### src/json_string_escaper_core_assert.svh
// Assertion macros shared by the JSON string escaper RTL.
`ifndef JSON_STRING_ESCAPER_CORE_ASSERT_SVH
`define JSON_STRING_ESCAPER_CORE_ASSERT_SVH

// The consequent must hold in the same cycle as the antecedent.
`define JSE_ASSERT_NOW(label, ante, cons, msg) \
    label: assert property (@(posedge clk) disable iff (!rst_n) (ante) |-> (cons)) \
        else $error(msg);

// The consequent must hold in the cycle after the antecedent.
`define JSE_ASSERT_NEXT(label, ante, cons, msg) \
    label: assert property (@(posedge clk) disable iff (!rst_n) (ante) |=> (cons)) \
        else $error(msg);

`endif

### src/jse_pkg.sv
// Package with shared types, constants and functions of the JSON string escaper.
`default_nettype none

package jse_pkg;

    localparam int unsigned QUEUE_DEPTH = 4;
    localparam logic [15:0] CAPACITY_RESET = 16'd1024;

    localparam logic [7:0] CHAR_QUOTE     = 8'h22;
    localparam logic [7:0] CHAR_BACKSLASH = 8'h5c;
    localparam logic [7:0] CHAR_U         = 8'h75;
    localparam logic [7:0] CHAR_ZERO      = 8'h30;
    localparam logic [7:0] CONTROL_LIMIT  = 8'h20;

    typedef enum logic [1:0] {
        REQ_CLEAR   = 2'd0,
        REQ_OPEN    = 2'd1,
        REQ_CONTENT = 2'd2,
        REQ_CLOSE   = 2'd3
    } req_type_t;

    typedef enum logic [1:0] {
        PK_PLAIN    = 2'd0,
        PK_SHORT    = 2'd1,
        PK_UNICODE  = 2'd2,
        PK_OVERFLOW = 2'd3
    } piece_kind_t;

    typedef struct packed {
        piece_kind_t kind;
        logic [7:0]  data;
    } piece_t;

    typedef struct packed {
        logic [15:0] used;
        logic        failed;
    } front_status_t;

    function automatic logic [7:0] escape_letter(input logic [7:0] b);
        logic [7:0] letter;
        case (b)
            8'h22:   letter = 8'h22;
            8'h5c:   letter = 8'h5c;
            8'h08:   letter = 8'h62;
            8'h0c:   letter = 8'h66;
            8'h0a:   letter = 8'h6e;
            8'h0d:   letter = 8'h72;
            8'h09:   letter = 8'h74;
            default: letter = 8'h00;
        endcase
        return letter;
    endfunction

    function automatic logic [7:0] hex_char(input logic [3:0] nibble);
        logic [7:0] c;
        if (nibble < 4'd10)
        begin
            c = 8'h30 + {4'd0, nibble};
        end
        else
        begin
            c = 8'h57 + {4'd0, nibble};
        end
        return c;
    endfunction

endpackage

`default_nettype wire

### src/jse_front.sv
// Front part: accepts requests, classifies them and keeps the buffer fill state.
`default_nettype none

module jse_front
    import jse_pkg::*;
(
    input  wire logic          clk,
    input  wire logic          rst_n,
    input  wire logic          cfg_wr_en,
    input  wire logic [15:0]   cfg_wr_data,
    input  wire logic          in_valid,
    input  wire logic [1:0]    in_req,
    input  wire logic [7:0]    in_byte,
    input  wire logic          q_full,
    output logic               in_ready,
    output logic               push,
    output piece_t             push_piece,
    output front_status_t      status
);

    logic [15:0] cap_reg, cap_next;
    logic [15:0] used_reg, used_next;
    logic        failed_reg, failed_next;

    logic        accept;
    logic [7:0]  letter;
    piece_t      piece;
    logic [2:0]  piece_len;
    logic        fits;

    assign in_ready = !q_full;
    assign accept   = in_valid && in_ready;
    assign letter   = escape_letter(in_byte);

    always_comb
    begin
        piece.kind = PK_PLAIN;
        piece.data = CHAR_QUOTE;
        piece_len  = 3'd1;
        if (in_req == REQ_CONTENT)
        begin
            if (letter != 8'h00)
            begin
                piece.kind = PK_SHORT;
                piece.data = letter;
                piece_len  = 3'd2;
            end
            else if (in_byte < CONTROL_LIMIT)
            begin
                piece.kind = PK_UNICODE;
                piece.data = in_byte;
                piece_len  = 3'd6;
            end
            else
            begin
                piece.data = in_byte;
            end
        end
    end

    assign fits = ({1'b0, used_reg} + {14'd0, piece_len}) < {1'b0, cap_reg};

    always_comb
    begin
        cap_next        = cfg_wr_en ? cfg_wr_data : cap_reg;
        used_next       = used_reg;
        failed_next     = failed_reg;
        push            = 1'b0;
        push_piece      = piece;
        if (accept)
        begin
            if (in_req == REQ_CLEAR)
            begin
                used_next   = 16'd0;
                failed_next = 1'b0;
            end
            else if (failed_reg || !fits)
            begin
                failed_next     = 1'b1;
                push            = 1'b1;
                push_piece.kind = PK_OVERFLOW;
                push_piece.data = 8'h00;
            end
            else
            begin
                push      = 1'b1;
                used_next = used_reg + {13'd0, piece_len};
            end
        end
    end

    always_ff @(posedge clk or negedge rst_n)
    begin
        if (!rst_n)
        begin
            cap_reg    <= CAPACITY_RESET;
            used_reg   <= 16'd0;
            failed_reg <= 1'b0;
        end
        else
        begin
            cap_reg    <= cap_next;
            used_reg   <= used_next;
            failed_reg <= failed_next;
        end
    end

    assign status.used   = used_reg;
    assign status.failed = failed_reg;

endmodule

`default_nettype wire

### src/jse_queue.sv
// Short queue of classified pieces between the front and back parts.
`default_nettype none

module jse_queue
    import jse_pkg::*;
#(
    parameter int unsigned DEPTH = QUEUE_DEPTH
)
(
    input  wire logic   clk,
    input  wire logic   rst_n,
    input  wire logic   push,
    input  wire piece_t push_piece,
    input  wire logic   pop,
    output logic        full,
    output logic        valid,
    output piece_t      head
);

    localparam int unsigned PTR_W = (DEPTH > 1) ? $clog2(DEPTH) : 1;
    localparam int unsigned CNT_W = $clog2(DEPTH + 1);

    piece_t             slots_reg [DEPTH];
    logic [PTR_W-1:0]   wr_ptr_reg, wr_ptr_next;
    logic [PTR_W-1:0]   rd_ptr_reg, rd_ptr_next;
    logic [CNT_W-1:0]   count_reg, count_next;

    assign full  = (count_reg == CNT_W'(DEPTH));
    assign valid = (count_reg != '0);
    assign head  = slots_reg[rd_ptr_reg];

    always_comb
    begin
        wr_ptr_next = wr_ptr_reg;
        rd_ptr_next = rd_ptr_reg;
        count_next  = count_reg;
        if (push)
        begin
            wr_ptr_next = (wr_ptr_reg == PTR_W'(DEPTH - 1)) ? '0 : wr_ptr_reg + 1'b1;
        end
        if (pop)
        begin
            rd_ptr_next = (rd_ptr_reg == PTR_W'(DEPTH - 1)) ? '0 : rd_ptr_reg + 1'b1;
        end
        if (push && !pop)
        begin
            count_next = count_reg + 1'b1;
        end
        else if (pop && !push)
        begin
            count_next = count_reg - 1'b1;
        end
    end

    always_ff @(posedge clk)
    begin
        if (push)
        begin
            slots_reg[wr_ptr_reg] <= push_piece;
        end
    end

    always_ff @(posedge clk or negedge rst_n)
    begin
        if (!rst_n)
        begin
            wr_ptr_reg <= '0;
            rd_ptr_reg <= '0;
            count_reg  <= '0;
        end
        else
        begin
            wr_ptr_reg <= wr_ptr_next;
            rd_ptr_reg <= rd_ptr_next;
            count_reg  <= count_next;
        end
    end

endmodule

`default_nettype wire

### src/jse_back.sv
// Back part: expands each piece into output bytes behind an output register.
`default_nettype none

module jse_back
    import jse_pkg::*;
(
    input  wire logic        clk,
    input  wire logic        rst_n,
    input  wire logic        q_valid,
    input  wire piece_t      q_head,
    output logic             pop,
    output logic             out_valid,
    input  wire logic        out_ready,
    output logic [7:0]       out_byte,
    output logic             out_last,
    output logic             out_overflow
);

    logic [2:0] idx_reg, idx_next;
    logic       valid_reg, valid_next;
    logic [7:0] byte_reg, byte_next;
    logic       last_reg, last_next;
    logic       ovf_reg, ovf_next;

    logic       advance;
    logic [7:0] cur_byte;
    logic       cur_last;

    assign advance = q_valid && (!valid_reg || out_ready);
    assign pop     = advance && cur_last;

    always_comb
    begin
        cur_byte = q_head.data;
        cur_last = 1'b1;
        case (q_head.kind)
            PK_PLAIN:
            begin
                cur_byte = q_head.data;
                cur_last = 1'b1;
            end
            PK_SHORT:
            begin
                cur_byte = (idx_reg == 3'd0) ? CHAR_BACKSLASH : q_head.data;
                cur_last = (idx_reg != 3'd0);
            end
            PK_UNICODE:
            begin
                cur_last = (idx_reg == 3'd5);
                case (idx_reg)
                    3'd0:    cur_byte = CHAR_BACKSLASH;
                    3'd1:    cur_byte = CHAR_U;
                    3'd2:    cur_byte = CHAR_ZERO;
                    3'd3:    cur_byte = CHAR_ZERO;
                    3'd4:    cur_byte = hex_char(q_head.data[7:4]);
                    default: cur_byte = hex_char(q_head.data[3:0]);
                endcase
            end
            default:
            begin
                cur_byte = 8'h00;
                cur_last = 1'b1;
            end
        endcase
    end

    always_comb
    begin
        idx_next   = idx_reg;
        valid_next = valid_reg;
        byte_next  = byte_reg;
        last_next  = last_reg;
        ovf_next   = ovf_reg;
        if (advance)
        begin
            valid_next = 1'b1;
            byte_next  = cur_byte;
            last_next  = cur_last;
            ovf_next   = (q_head.kind == PK_OVERFLOW);
            idx_next   = cur_last ? 3'd0 : idx_reg + 3'd1;
        end
        else if (out_ready)
        begin
            valid_next = 1'b0;
        end
    end

    always_ff @(posedge clk or negedge rst_n)
    begin
        if (!rst_n)
        begin
            idx_reg   <= 3'd0;
            valid_reg <= 1'b0;
            byte_reg  <= 8'h00;
            last_reg  <= 1'b0;
            ovf_reg   <= 1'b0;
        end
        else
        begin
            idx_reg   <= idx_next;
            valid_reg <= valid_next;
            byte_reg  <= byte_next;
            last_reg  <= last_next;
            ovf_reg   <= ovf_next;
        end
    end

    assign out_valid    = valid_reg;
    assign out_byte     = byte_reg;
    assign out_last     = last_reg;
    assign out_overflow = ovf_reg;

endmodule

`default_nettype wire

### src/json_string_escaper_core.sv
// Top level of the JSON string escaper with a bounded output buffer.
//
//   Group   Direction  Payload
//   s_*     in         tuser[1:0] request type, tdata[7:0] raw byte
//   m_*     out        tdata[7:0] escaped byte, tlast end of piece, tuser[0] overflow
//   cfg_*   in         buffer capacity in bytes, terminator included
//
// Plain bytes and quotes expand to one output byte each, two-letter escapes to two,
// and control bytes to six; the single byte-wide output register sends them one by one.
// Requests are taken every cycle while the four-entry piece queue has room.
// Clear requests produce no output.
// Reset empties the queue, zeroes the fill state and sets the capacity to 1024.
`default_nettype none

module json_string_escaper_core
    import jse_pkg::*;
#(
    parameter int unsigned QUEUE_DEPTH_P = QUEUE_DEPTH
)
(
    input  wire logic        clk,
    input  wire logic        rst_n,
    input  wire logic        s_tvalid,
    output logic             s_tready,
    input  wire logic [7:0]  s_tdata,     // [7:0] in_byte
    input  wire logic [1:0]  s_tuser,     // [1:0] req_type
    output logic             m_tvalid,
    input  wire logic        m_tready,
    output logic [7:0]       m_tdata,     // [7:0] out_byte
    output logic             m_tlast,
    output logic [0:0]       m_tuser,     // [0] overflow
    input  wire logic        cfg_wr_en,
    input  wire logic [15:0] cfg_wr_data
);

    logic          q_full;
    logic          q_valid;
    logic          q_push;
    logic          q_pop;
    piece_t        q_in;
    piece_t        q_head;
    front_status_t status;
    logic          ovf_bit;

    jse_front u_front (
        .clk         (clk),
        .rst_n       (rst_n),
        .cfg_wr_en   (cfg_wr_en),
        .cfg_wr_data (cfg_wr_data),
        .in_valid    (s_tvalid),
        .in_req      (s_tuser),
        .in_byte     (s_tdata),
        .q_full      (q_full),
        .in_ready    (s_tready),
        .push        (q_push),
        .push_piece  (q_in),
        .status      (status)
    );

    jse_queue #(
        .DEPTH (QUEUE_DEPTH_P)
    ) u_queue (
        .clk        (clk),
        .rst_n      (rst_n),
        .push       (q_push),
        .push_piece (q_in),
        .pop        (q_pop),
        .full       (q_full),
        .valid      (q_valid),
        .head       (q_head)
    );

    jse_back u_back (
        .clk          (clk),
        .rst_n        (rst_n),
        .q_valid      (q_valid),
        .q_head       (q_head),
        .pop          (q_pop),
        .out_valid    (m_tvalid),
        .out_ready    (m_tready),
        .out_byte     (m_tdata),
        .out_last     (m_tlast),
        .out_overflow (ovf_bit)
    );

    assign m_tuser = ovf_bit;

`include "json_string_escaper_core_assert.svh"

    `JSE_ASSERT_NOW(a_overflow_shape, m_tvalid && m_tuser[0], m_tlast && (m_tdata == 8'h00), "overflow result must be a single zero byte marked last")
    `JSE_ASSERT_NEXT(a_clear_resets, s_tvalid && s_tready && (s_tuser == REQ_CLEAR), !status.failed && (status.used == 16'd0), "clear request must empty the buffer state")
    `JSE_ASSERT_NEXT(a_fail_sticky, status.failed && !(s_tvalid && s_tready && (s_tuser == REQ_CLEAR)), status.failed, "failure must hold until a clear request")

endmodule

`default_nettype wire
### config.mk
export PLATFORM = sky130hd
export DESIGN_NAME = json_string_escaper_core
export DESIGN_NICKNAME = d
export VERILOG_FILES = /design/src/jse_pkg.sv /design/src/jse_front.sv /design/src/jse_queue.sv /design/src/jse_back.sv /design/src/json_string_escaper_core.sv
export VERILOG_INCLUDE_DIRS = /design/src /design/src/src
export SDC_FILE = /design/constraint.sdc
export NUM_CORES = 1
export LEC_CHECK = 0
export BUFFER_PORTS_ARGS = -buffer_cell sky130_fd_sc_hd__buf_2
export CORE_MARGIN = 4
export CORE_UTILIZATION = 65
export CTS_BUF_LIST = sky130_fd_sc_hd__clkbuf_16
export CTS_CLUSTER_SIZE = 8
export DETAILED_ROUTE_END_ITERATION = 10
export HOLD_SLACK_MARGIN = 0.15
export PLACE_DENSITY = 0.87
export SYNTH_ARGS = -nofsm -noshare
export SYNTH_HDL_FRONTEND = slang
export SYNTH_SLANG_ARGS = --single-unit
### constraint.sdc
create_clock -name clk -period 7.1 [get_ports clk]
set_input_delay 0 -clock clk [delete_from_list [all_inputs] [get_ports clk]]
set_output_delay 0 -clock clk [all_outputs]
set_load 0.02 [all_outputs]
# After elaboration in Yosys (flattened, before gate mapping)

Memories as Yosys holds them, arrays and structs flattened.
Index checks and enable logic that the tools add are counted.
Widths: inputs -> output; s select.

Register bits: 54
Memory bits (writable): 40
Bits of input ports: 31
Output and inout bits: 12
Word-level logic and storage cells: 102
Memories kept: 1

$add $sub $neg: 11
$lt $le $gt $ge: 4
Eq/ne operators: 20
Multiplexer cells: 31
Reduce and logical (&&, ||, !) cells: 24

Memory list:

| memory            | depth | bits a word | rd ports | clocked after Yosys merged registers in | wr ports | line            | RTL |
|---|---|---|---|---|---|---|---|
| u_queue.slots_reg | 4     | 10          | 1        | 0                                       | 1        | jse_queue.sv:23 | `piece_t slots_reg [DEPTH];` |

Operator list:

| kind                | count |
|---|---|
| $mux 10             | 5 |
| $pmux 7 s7          | 1 |
| $eq 8x4->1 const B  | 5 |
| $mux 16             | 2 |
| $pmux 8 s4          | 1 |
| $mux 8              | 3 |
| $pmux 8 s3          | 1 |
| $mux 3              | 6 |
| $add 16x3->17       | 1 |
| $lt 17x16->1        | 1 |
| $add 16x3->16       | 1 |
| $add 7x4->8 const A | 2 |
| $add 6x4->7 const A | 2 |
| $eq 2x2->1 const B  | 5 |
| $eq 3x3->1 const B  | 3 |
| $eq 8x6->1 const B  | 1 |
| $eq 8x7->1 const B  | 1 |
| $lt 4x4->1 const B  | 2 |
| $lt 8x6->1 const B  | 1 |
| $mux 1              | 8 |
| $reduce_bool 8->1   | 1 |
| $add 3x1->3 const B | 2 |
| $eq 3x2->1 const B  | 2 |
| $mux 2              | 3 |
| other kinds (15)    | 30 |

# Longest topological paths before layout

Gate-level depths: netlist of run 1.

Word-level depth: 12
Mapped depth: 23
Gate-level depth less buffers: 21

# Cells and area by module

Synthesis of run 1 repeated with hierarchy kept, for this count alone.

Cells, all modules: 488
Area, all modules: 5365.1 µm²

By module, submodules not included:

| module    | times used | cells an instance | area an instance (µm²) | sequential area each (µm²) |
|---|---|---|---|---|
| jse_front | 1          | 274               | 2398.6                 | 827.0 |
| jse_queue | 1          | 89                | 1863.0                 | 1376.3 |
| jse_back  | 1          | 125               | 1103.6                 | 350.3 |

# Worst setup path after synthesis of run 1

Ideal clock, no wire load.

Kind: in2reg
From: in s_tdata[0]
To: mem u_queue.slots_reg[0][8] (netlist bit), data pin
Setup time: 0.289 ns
Arrival: 3.671 ns
Data required time: 6.811 ns
Setup slack: 3.140 ns
Stages: 21
Path buffers: 1
Cell sequence: o21ai_0 nand2_1 o21ai_0 and3_1 nor2_1 inv_1 o21a_1 ha_1 a21o_1 a21oi_1 or3_1 nor2_1 xor2_1 ha_1 a21o_1 a21oi_2 nor4b_2 o311ai_1 a21oi_1 clkbuf_1 o22ai_1

RTL lines:

| element     | line                           | RTL |
|---|---|---|
| from (decl) | json_string_escaper_core.sv:25 | `input wire logic [7:0] s_tdata,` |
| to (decl)   | jse_queue.sv:23                |  |

==> results of run 1 <==
==> layout make-up <==
type | count | area share
Clock buffer | 9 | 0.0363
Clock inverter | 7 | 0.0101
Inverter | 35 | 0.0212
Multi-Input combinational cell | 325 | 0.383
Sequential cell | 94 | 0.412
Tap cell | 102 | 0.0206
Timing Repair Buffer | 94 | 0.117
==> through the flow <==
stage | instance area, um^2 | instances
final | 6200 | 666
after global routing | 6200 | 666
after CTS | 6200 | 666
after detailed placement | 5420 | 600
after global placement | 5420 | 600
after floorplan | 5160 | 469
==> synthesized netlist by cell type (3+ instances only) <==
cell                       count  area (um^2)
sky130_fd_sc_hd__nand3_1      10         50.1
sky130_fd_sc_hd__clkbuf_1      5         18.8
sky130_fd_sc_hd__edfxtp_1     40         1200
sky130_fd_sc_hd__and2_1        6         37.5
sky130_fd_sc_hd__nand2_1      49          184
sky130_fd_sc_hd__or2_2         3         18.8
sky130_fd_sc_hd__nor2_1       33          124
sky130_fd_sc_hd__inv_1        33          124
sky130_fd_sc_hd__and3_1        4         25.0
sky130_fd_sc_hd__buf_2         3         15.0
sky130_fd_sc_hd__nor3_1        7         35.0
sky130_fd_sc_hd__mux4_2        5          113
sky130_fd_sc_hd__o211ai_1      8         60.1
sky130_fd_sc_hd__ha_1         36          450
sky130_fd_sc_hd__a21oi_1      22          110
sky130_fd_sc_hd__mux2_2        5         56.3
sky130_fd_sc_hd__a211oi_1      3         22.5
sky130_fd_sc_hd__a32o_1        9         90.1
sky130_fd_sc_hd__xnor2_1      13          114
sky130_fd_sc_hd__dfrtp_1      53         1330
sky130_fd_sc_hd__mux4_1        5          131
sky130_fd_sc_hd__xor2_1        6         52.6
sky130_fd_sc_hd__o31ai_1       8         60.1
sky130_fd_sc_hd__or3_1         5         31.3
sky130_fd_sc_hd__a41oi_1       4         35.0
sky130_fd_sc_hd__nor2b_1       5         31.3
sky130_fd_sc_hd__a21o_1        7         52.6
sky130_fd_sc_hd__buf_6         4         45.0
sky130_fd_sc_hd__o21ai_0      31          155
sky130_fd_sc_hd__nand4_1       6         37.5
==> power groups by stage <==
stage / clock network, mW / logic, mW / registers (mW)
2_1_floorplan: 0 / 0.638 / 0.788
5_1_grt: 0.504 / 0.984 / 0.820
4_1_cts: 0.469 / 0.865 / 0.799
3_3_place_gp: 0 / 0.802 / 0.795
3_5_place_dp: 0 / 0.833 / 0.809
6_report: 0.477 / 0.891 / 0.808
==> critical path: cells and delay by family <==
kind	cells	cell delay, ps
AND/OR/NAND/NOR	7	1600
adder cells (fa/ha/maj)	2	620
AO/OA/AOI/OAI	10	2110
buffers and inverters	4	1020
XOR/XNOR	1	160
==> logic make-up (layout without fill, tap and decap cells) <==
kind of cell | count (synthesis) | count (layout)
AO/OA/AOI/OAI | 114 | 114
XOR/XNOR | 19 | 19
adder cells (fa/ha/maj) | 38 | 38
buffers and inverters | 50 | 145
flip-flops | 94 | 94
multiplexers | 15 | 15
AND/OR/NAND/NOR | 139 | 139
==> what timing repair did <==
item                      CTS  global route
hold endpoints to repair   86             0
hold buffers               50             0
buffers inserted            0             0
==> final timing paths <==
check | start | endpoint | slack (ps) | cells past startpoint
setup / recovery | s_tdata[0] | u_queue.slots_reg[2][2]$_DFFE_PP_ | 1690 | 24
min in group asynchronous | rst_n | u_front.cap_reg[13]$_DFFE_PN0P_ | 310 | 3
setup reg to reg | u_front.used_reg[1]$_DFFE_PN0P_ | u_queue.slots_reg[2][2]$_DFFE_PP_ | 2670 | 15
hold reg to reg | u_back.out_last$_DFFE_PN0P_ | u_back.out_last$_DFFE_PN0P_ | 490 | 2
max in group asynchronous | rst_n | u_queue.wr_ptr_reg[1]$_DFFE_PN0P_ | 6320 | 3
hold / removal | s_tdata[1] | u_queue.slots_reg[3][2]$_DFFE_PP_ | 150 | 3
==> metal layers <==
metal / vias up / track usage / wire, um
li1: 1898 / - / -
met1: 1980 / 0.376 / 5250
met2: 298 / 0.473 / 6280
met3: 84 / 0.0747 / 1220
met4: 0 / 0.168 / 856
met5: - / 0 / 0
==> implementation parameters, run 1 <==
Parameter                              Value

Run status
  Outcome ... completed

STA
  Final worst hold slack ... 153 ps
  Total count of hold-check failures in the final report ... 0
  Worst clock skew on the final layout ... 12.5 ps
  Slew HR ... 0.472
  Unrepaired setup endpoints after global routing ... false
  Max-slew violation total from the final report ... 0
  Peak clock frequency supported by timing ... 0.185 GHz
  Worst-margin pin slew ... 792 ps
  Final period demand of the worst path ... 5410 ps
  Total of endpoints with negative setup slack in the final report ... 0
  PnR worst setup slack ... 1690 ps
  Post-route fraction of the period consumed by the critical path ... 0.762
  Sum of negative setup slack ... 0 ps

Synth
  Seq cells post-synth ... 94
  Post-synthesis mux area share ... 0.0582
  Count of distinct cell types in the synthesized netlist ... 61
  Compound-Gate Fraction of Synth Area ... 0.146
  Fraction of registers with async set or reset after synthesis ... 0.574
  Register area share after synthesis ... 0.495
  Adder-cell area share of the yosys netlist ... 0.0951
  Flip-flop cell with the highest count after synthesis ... sky130_fd_sc_hd__dfrtp_1
  Post-synthesis cell area ... 5160 um^2
  Post-synthesis area per instance ... 11.0 um^2
  Dominant combinational cell family by area after synthesis ... compound AO/OA/AOI/OAI gates
  Number of flops mapped to enable cells by yosys ... 40
  Simple-Gate Fraction of Synth Area ... 0.129
  Number of nets in the synthesized netlist ... 538
  Post-Synth XOR/XNOR Area ... 0.0323
  Number of synthesis warnings ... 0
  Mapped Cells ... 469

Worst setup path
  Max stage delay on crit path ... 510 ps
  Data required, critical path ... 7220 ps
  Critical path, cell by cell ... dlygate4sd3_1, buf_2, o21ai_0, nand2_1, o21ai_0, and3_1, nor2_1, inv_1, o21a_1, ha_1, a21o_1, a21oi_1, or3_1, nor2_1, xor2_1, ha_1, a21o_1, a21oi_2, nor4b_2, o311ai_1, a21oi_1, buf_4, o21ai_1, nor3_1
  Slowest cell on the critical path ... sky130_fd_sc_hd__dlygate4sd3_1
  Arrival time at the worst endpoint ... 5520 ps
  Category of the most critical setup path ... primary input to flip-flop
  CP endpoint kind ... flip-flop
  Startpoint Class ... primary input
  Worst Path Max Fanout ... 13

Clock tree
  Clock Tree Root ... sky130_fd_sc_hd__clkbuf_16
  CTS tree ... yes
  Number of sinks on the clock net ... 94
  Worst-Skew Late Latency ... 360 ps
  Total clock buffers created by CTS ... 9
  Clock-pin slew reported for the worst setup and hold paths after clock tree synthesis ... 70 ps
  Number of H-tree branching levels ... 3
  Number of buffers between clock root and the deepest sink ... 2
  Post-cts repair resize count ... 0

Power and ir drop
  Leak pwr ... 2.68 nW
  Clock network fraction of total power ... 0.219
  Fraction of power spent switching nets ... 0.398
  Part of the power in combinational logic ... 0.410
  Worst-case vdd ir drop ... 0.256 mV
  Post-route total power ... 2.18 mW
  Portion of total power attributed to sequential cells ... 0.371
  Areal power density over the cells ... 351 nW/um^2
  Total net switching power ... 866 uW
  Internal Pwr Total ... 1.31 mW

Finish
  Layout Nets ... 628
  Synthesis-to-finish area growth ... 20.2%
  Register area ... 2550 um^2
  Flip-flop count of the largest register, all copies and words added ... 40
  Fill cell count ... 413
  Most common cell after layout, fill and taps aside ... sky130_fd_sc_hd__dfrtp_1
  Final core occ ... 0.803
  Area of combinational cells with multiple inputs ... 2380 um^2
  Layout cells sized above 1 ... 0.140
  Commonest cells after routing, fill and taps aside ... sky130_fd_sc_hd__dfrtp_1, sky130_fd_sc_hd__dlygate4sd3_1, sky130_fd_sc_hd__nand2_1, sky130_fd_sc_hd__buf_2, sky130_fd_sc_hd__edfxtp_1
  Diodes inserted ... 0

Drt
  DR iter-0 viols ... 463
  Vias post-DR ... 4260
  Final WL ... 13600 um
  Pre-Repair DR Iteration Count ... 7
  Antenna violation net count after detailed routing ... 0
  Avg WL per Cell ... 20.4 um
  Number of remaining DRC errors ... 0
  Via density per instance ... 6.40

Die
  Total die area ... 9430 um^2
  Boundary pin count ... 43
  Horizontal die dimension ... 97.1 um
  Initial standard-cell utilization of the core ... 0.668
  Die Span Y ... 97.1 um
  Cell Rows ... 32
  CORE AREA ... 7730 um^2

Placement
  Half-perimeter wire length after placement ... 7640 um
  Post-Place Setup Slack ... 2440 ps
  Final GP Congestion ... 0.911
  Total of buffers placed on input and output ports ... 42

Global routing
  Via count of the first global-routing pass ... 4251
  Gr ovfl total ... 0
  Initial antenna violation count ... 0
  GRT Resource Usage Total ... 0.299
  Global-route wire length before repair ... 22200 um
  Maximum number of pins on one net before global-route repair ... 55

Flow run
  Max-cap violations ... 0

Min path
  Worst hold path type ... primary input to flip-flop
No activity file was read; power rests on OpenSTA's default activity.
==> inputs of run 2 (changes only) <==
ABC_AREA = 1   (was default)
CORE_UTILIZATION = 61   (was 65)
PLACE_DENSITY = 0.82   (was 0.87)
clock period = 5.6 ns   (was 7.1 ns; I/O delays follow)
==> run 2 against run 1 <==
  * Combinational power grew 36%
  * Synthesized cell count grew 41%
  * Via count grew 16%
  * Die area grew 13%
  * Non-clock buffer count grew 1
  * Worst hold slack gained 18 ps
  * Utilization shrank 5.1 points
  * Routed wire length grew 5.8%
  * Worst setup slack lost 840 ps
  * Flip-flop and latch count is the same
  * Largest power group unchanged
==> implementation parameters, run 2 <==
Parameter                              Value

Placement
  Total of buffers placed on input and output ports ... 42 (unchanged)
  Half-perimeter wire length after placement ... 8990 um (+18%)
  Placed cells ... 798 (+33%)
  Final GP Congestion ... 0.896 (-1.7%)

Clock tree
  CTS tree ... yes
  Number of H-tree branching levels ... 3 (unchanged)
  Post-cts repair resize count ... 0 (unchanged)
  Clock-pin slew reported for the worst setup and hold paths after clock tree synthesis ... 70 ps (about the same)
  Worst-Skew Late Latency ... 350 ps (about the same)
  Total clock buffers created by CTS ... 9 (unchanged)
  Number of sinks on the clock net ... 94 (unchanged)
  Number of buffers between clock root and the deepest sink ... 2 (unchanged)
  Clock Tree Root ... sky130_fd_sc_hd__clkbuf_16

Worst setup path
  Slowest cell on the critical path ... sky130_fd_sc_hd__dlygate4sd3_1
  Capture instance of the worst register-to-register path ... u_queue.count_reg[2]$_DFFE_PN0P_
  Worst Path Max Fanout ... 5 (-8)
  Data required, critical path ... 5720 ps (-1500 ps)
  Startpoint Class ... primary input
  Max stage delay on crit path ... 530 ps (+20 ps)
  Number of cell instances on the worst register-to-register path ... 15 (unchanged)
  CP endpoint kind ... flip-flop
  Arrival time at the worst endpoint ... 4870 ps (-650 ps)
  Category of the most critical setup path ... primary input to flip-flop
  Cell occurring most often along the worst timing path ... sky130_fd_sc_hd__nor2_1
  R2r setup slk ... 1610 ps (-1060 ps)
  Startpoint of the worst-slack reg-to-reg timing path ... u_queue.rd_ptr_reg[0]$_DFFE_PN0P_

Synth
  Adder-cell area share of the yosys netlist ... 0.0888 (-0.00622)
  Mapped Cells ... 660 (+41%)
  Top cells by area, synth ... sky130_fd_sc_hd__dfrtp_1, sky130_fd_sc_hd__edfxtp_1, sky130_fd_sc_hd__nand2_1, sky130_fd_sc_hd__ha_1, sky130_fd_sc_hd__inv_1
  Flip-flop cell with the highest count after synthesis ... sky130_fd_sc_hd__dfrtp_1
  Number of nets in the synthesized netlist ... 729 (+36%)
  Simple-Gate Fraction of Synth Area ... 0.259 (+0.130)
  Post-Synth XOR/XNOR Area ... 0.0222 (-0.0100)
  Dominant combinational cell family by area after synthesis ... simple AND/OR/NAND/NOR gates
  Post-synthesis mux area share ... 0 (-0.0582)
  Post-synth top area share ... 0.240 (-0.0168)
  Compound-Gate Fraction of Synth Area ... 0.0818 (-0.0647)
  Seq cells post-synth ... 94 (unchanged)
  Most frequent cell after synthesis ... sky130_fd_sc_hd__nand2_1
  Register area share after synthesis ... 0.462 (-0.0324)
  Number of synthesis warnings ... 0 (unchanged)
  Cell types with the highest counts after synthesis ... sky130_fd_sc_hd__nand2_1, sky130_fd_sc_hd__inv_1, sky130_fd_sc_hd__nand3_1, sky130_fd_sc_hd__dfrtp_1, sky130_fd_sc_hd__nor2_1
  Number of flops mapped to enable cells by yosys ... 40 (unchanged)
  Post-synthesis cell area ... 5520 um^2 (+7.0%)
  Fraction of registers with async set or reset after synthesis ... 0.574 (unchanged)
  Dominant cell type by area after synthesis ... sky130_fd_sc_hd__dfrtp_1
  Post-synthesis area per instance ... 8.37 um^2 (-24%)
  Count of distinct cell types in the synthesized netlist ... 38 (-38%)

Drt
  DR iter-0 viols ... 455 (-1.7%)
  Antenna violation net count after detailed routing ... 0 (unchanged)
  Vias post-DR ... 4954 (+16%)
  Number of remaining DRC errors ... 0 (unchanged)
  Final WL ... 14400 um (+5.8%)
  Via density per instance ... 5.73 (-10%)
  Avg WL per Cell ... 16.6 um (-19%)
  Pre-Repair DR Iteration Count ... 5 (-2)

STA
  Slew HR ... 0.346 (-0.126)
  Final period demand of the worst path ... 4750 ps
  Post-route fraction of the period consumed by the critical path ... 0.848
  Total of endpoints with negative setup slack in the final report ... 0 (unchanged)
  Unrepaired setup endpoints after global routing ... false
  Peak clock frequency supported by timing ... 0.211 GHz
  Worst clock skew on the final layout ... 17.7 ps (+5.17 ps)
  Max-slew violation total from the final report ... 0 (unchanged)
  Total count of hold-check failures in the final report ... 0 (unchanged)
  Sum of negative setup slack ... 0 ps (unchanged)
  Worst-margin pin slew ... 977 ps (+185 ps)

Die
  Die Span Y ... 103 um (+6.2%)
  Horizontal die dimension ... 103 um (+6.2%)
  CORE AREA ... 8760 um^2 (+13%)
  Total die area ... 10600 um^2 (+13%)
  Initial standard-cell utilization of the core ... 0.630 (-0.0377)
  Boundary pin count ... 43 (unchanged)
  Cell Rows ... 34 (+6.3%)

Finish
  Layout cells sized above 1 ... 0.110 (-0.0304)
  Most common cell after layout, fill and taps aside ... sky130_fd_sc_hd__nand2_1
  Diodes inserted ... 0 (unchanged)
  Number of cells in the finished layout apart from fillers ... 865 (+30%)
  Fill cell count ... 584 (+41%)
  Final core occ ... 0.752 (-0.0512)
  Synthesis-to-finish area growth ... 19.3%
  Layout Nets ... 821 (+31%)
  Commonest cells after routing, fill and taps aside ... sky130_fd_sc_hd__nand2_1, sky130_fd_sc_hd__inv_1, sky130_fd_sc_hd__nand3_1, sky130_fd_sc_hd__dfrtp_1, sky130_fd_sc_hd__nor2_1
  Register area ... 2550 um^2 (unchanged)
  Area of combinational cells with multiple inputs ... 2490 um^2 (+4.8%)
  Flip-flop count of the largest register, all copies and words added ... 40 (unchanged)

Global routing
  Global-route wire length before repair ... 23000 um (+3.9%)
  GRT Resource Usage Total ... 0.284 (-0.0150)
  Initial antenna violation count ... 0 (unchanged)
  Gr ovfl total ... 0 (unchanged)
  Maximum number of pins on one net before global-route repair ... 49 (-11%)
  Via count of the first global-routing pass ... 4768 (+12%)

Min path
  Hold worst-path end ... u_queue.slots_reg[3][6]$_DFFE_PP_
  Number of cells on the worst hold path ... 3 (unchanged)
  Worst hold path type ... primary input to flip-flop
  Start point of the worst hold path ... s_tdata[6]

Power and ir drop
  Internal Pwr Total ... 1.59 mW (+22%)
  Portion of total power attributed to sequential cells ... 0.350 (-0.021)
  Leak pwr ... 3.31 nW (+24%)
  Fraction of power spent switching nets ... 0.431 (+0.0327)
  Areal power density over the cells ... 425 nW/um^2 (+21%)
  Part of the power in combinational logic ... 0.434 (+0.024)
  Worst-case vdd ir drop ... 0.242 mV (-5.3%)
  Clock network fraction of total power ... 0.216 (-0.003)
  Total net switching power ... 1.21 mW (+39%)

Flow run
  Max-cap violations ... 0 (unchanged)

Run status
  Outcome ... completed
run 2: changes by cell type in the layout (fill, tap and decap cells not counted), sizes merged, moves of 8 or more:
| cell | change |
|---|---|
| a32o | -9 |
| inv | +70 |
| mux4 | -10 |
| nand2 | +126 |
| nand3 | +55 |
| nor2 | +21 |
| o21ai | +9 |
| o31ai | -8 |
| xnor2 | -10 |
run 2: worst max path at each step:
stage / startpoint / slack, ps / to
6_report: s_tdata[7] / 850 / u_queue.slots_reg[3][3]$_DFFE_PP_
5_1_grt: s_tdata[7] / 250 / u_queue.slots_reg[3][3]$_DFFE_PP_
4_1_cts: s_tdata[0] / 960 / u_queue.slots_reg[3][3]$_DFFE_PP_
3_5_place_dp: s_tdata[1] / 1060 / u_queue.slots_reg[1][3]$_DFFE_PP_
3_3_place_gp: s_tdata[1] / 1360 / u_queue.slots_reg[3][8]$_DFFE_PP_
2_1_floorplan: s_tdata[1] / 2060 / u_queue.slots_reg[0][8]$_DFFE_PP_
run 2: power groups by stage:
stage                     clock, mW  sequential [mW]  combinational [mW]
after floorplan                   0            0.979               0.869
after global placement            0            0.975                1.10
after detailed placement          0            0.985                1.15
after CTS                     0.602            0.973                1.19
after global routing          0.645            0.993                1.38
final                         0.605            0.978                1.21
run 2: repair_timing:
item | 4_1_cts | 5_1_grt
hold buffers | 51 | 0
setup endpoints to repair | 0 | 0
setup buffers | 0 | 0
hold endpoints to repair | 80 | 0
run 2: cell type report:
class                           instances  share of cell area
Sequential cell                        94               0.388
Clock buffer                            9              0.0342
Tap cell                              108              0.0205
Timing Repair Buffer                   95               0.112
Inverter                              102              0.0581
Clock inverter                          7             0.00931
Multi-Input combinational cell        450               0.378
run 2: cells by family (layout without fill, tap and decap cells):
family | count (synthesis) | after routing
AO/OA/AOI/OAI | 80 | 80
XOR/XNOR | 14 | 14
adder cells (fa/ha/maj) | 38 | 38
buffers and inverters | 116 | 213
flip-flops | 94 | 94
AND/OR/NAND/NOR | 318 | 318
run 2: per-layer routing:
| metal | routed length, um | vias to the layer above | global-route usage |
|---|---|---|---|
| met5 | 0 | - | 0 |
| met4 | 717 | 0 | 0.156 |
| met3 | 1110 | 80 | 0.0555 |
| met2 | 6770 | 259 | 0.457 |
| met1 | 5810 | 2291 | 0.360 |
| li1 | - | 2324 | - |
run 2: stage by stage:
step / hold slack, ps / power, mW / worst slack (ps) / area, um^2
after floorplan: -296 / 1.85 / 2060 / 5520
after global placement: -164 / 2.07 / 1360 / 5790
after detailed placement: -162 / 2.13 / 1060 / 5790
after CTS: 157 / 2.76 / 956 / 6590
after global routing: 207 / 3.02 / 246 / 6590
final: 171 / 2.80 / 852 / 6590
run 2: critical path: cells and delay by family:
kind	cells	cell delay, ps
simple gates	16	2300
fa+ha+maj	3	1030
buf+inv	5	920
compound gates	3	460
xor+xnor	1	170
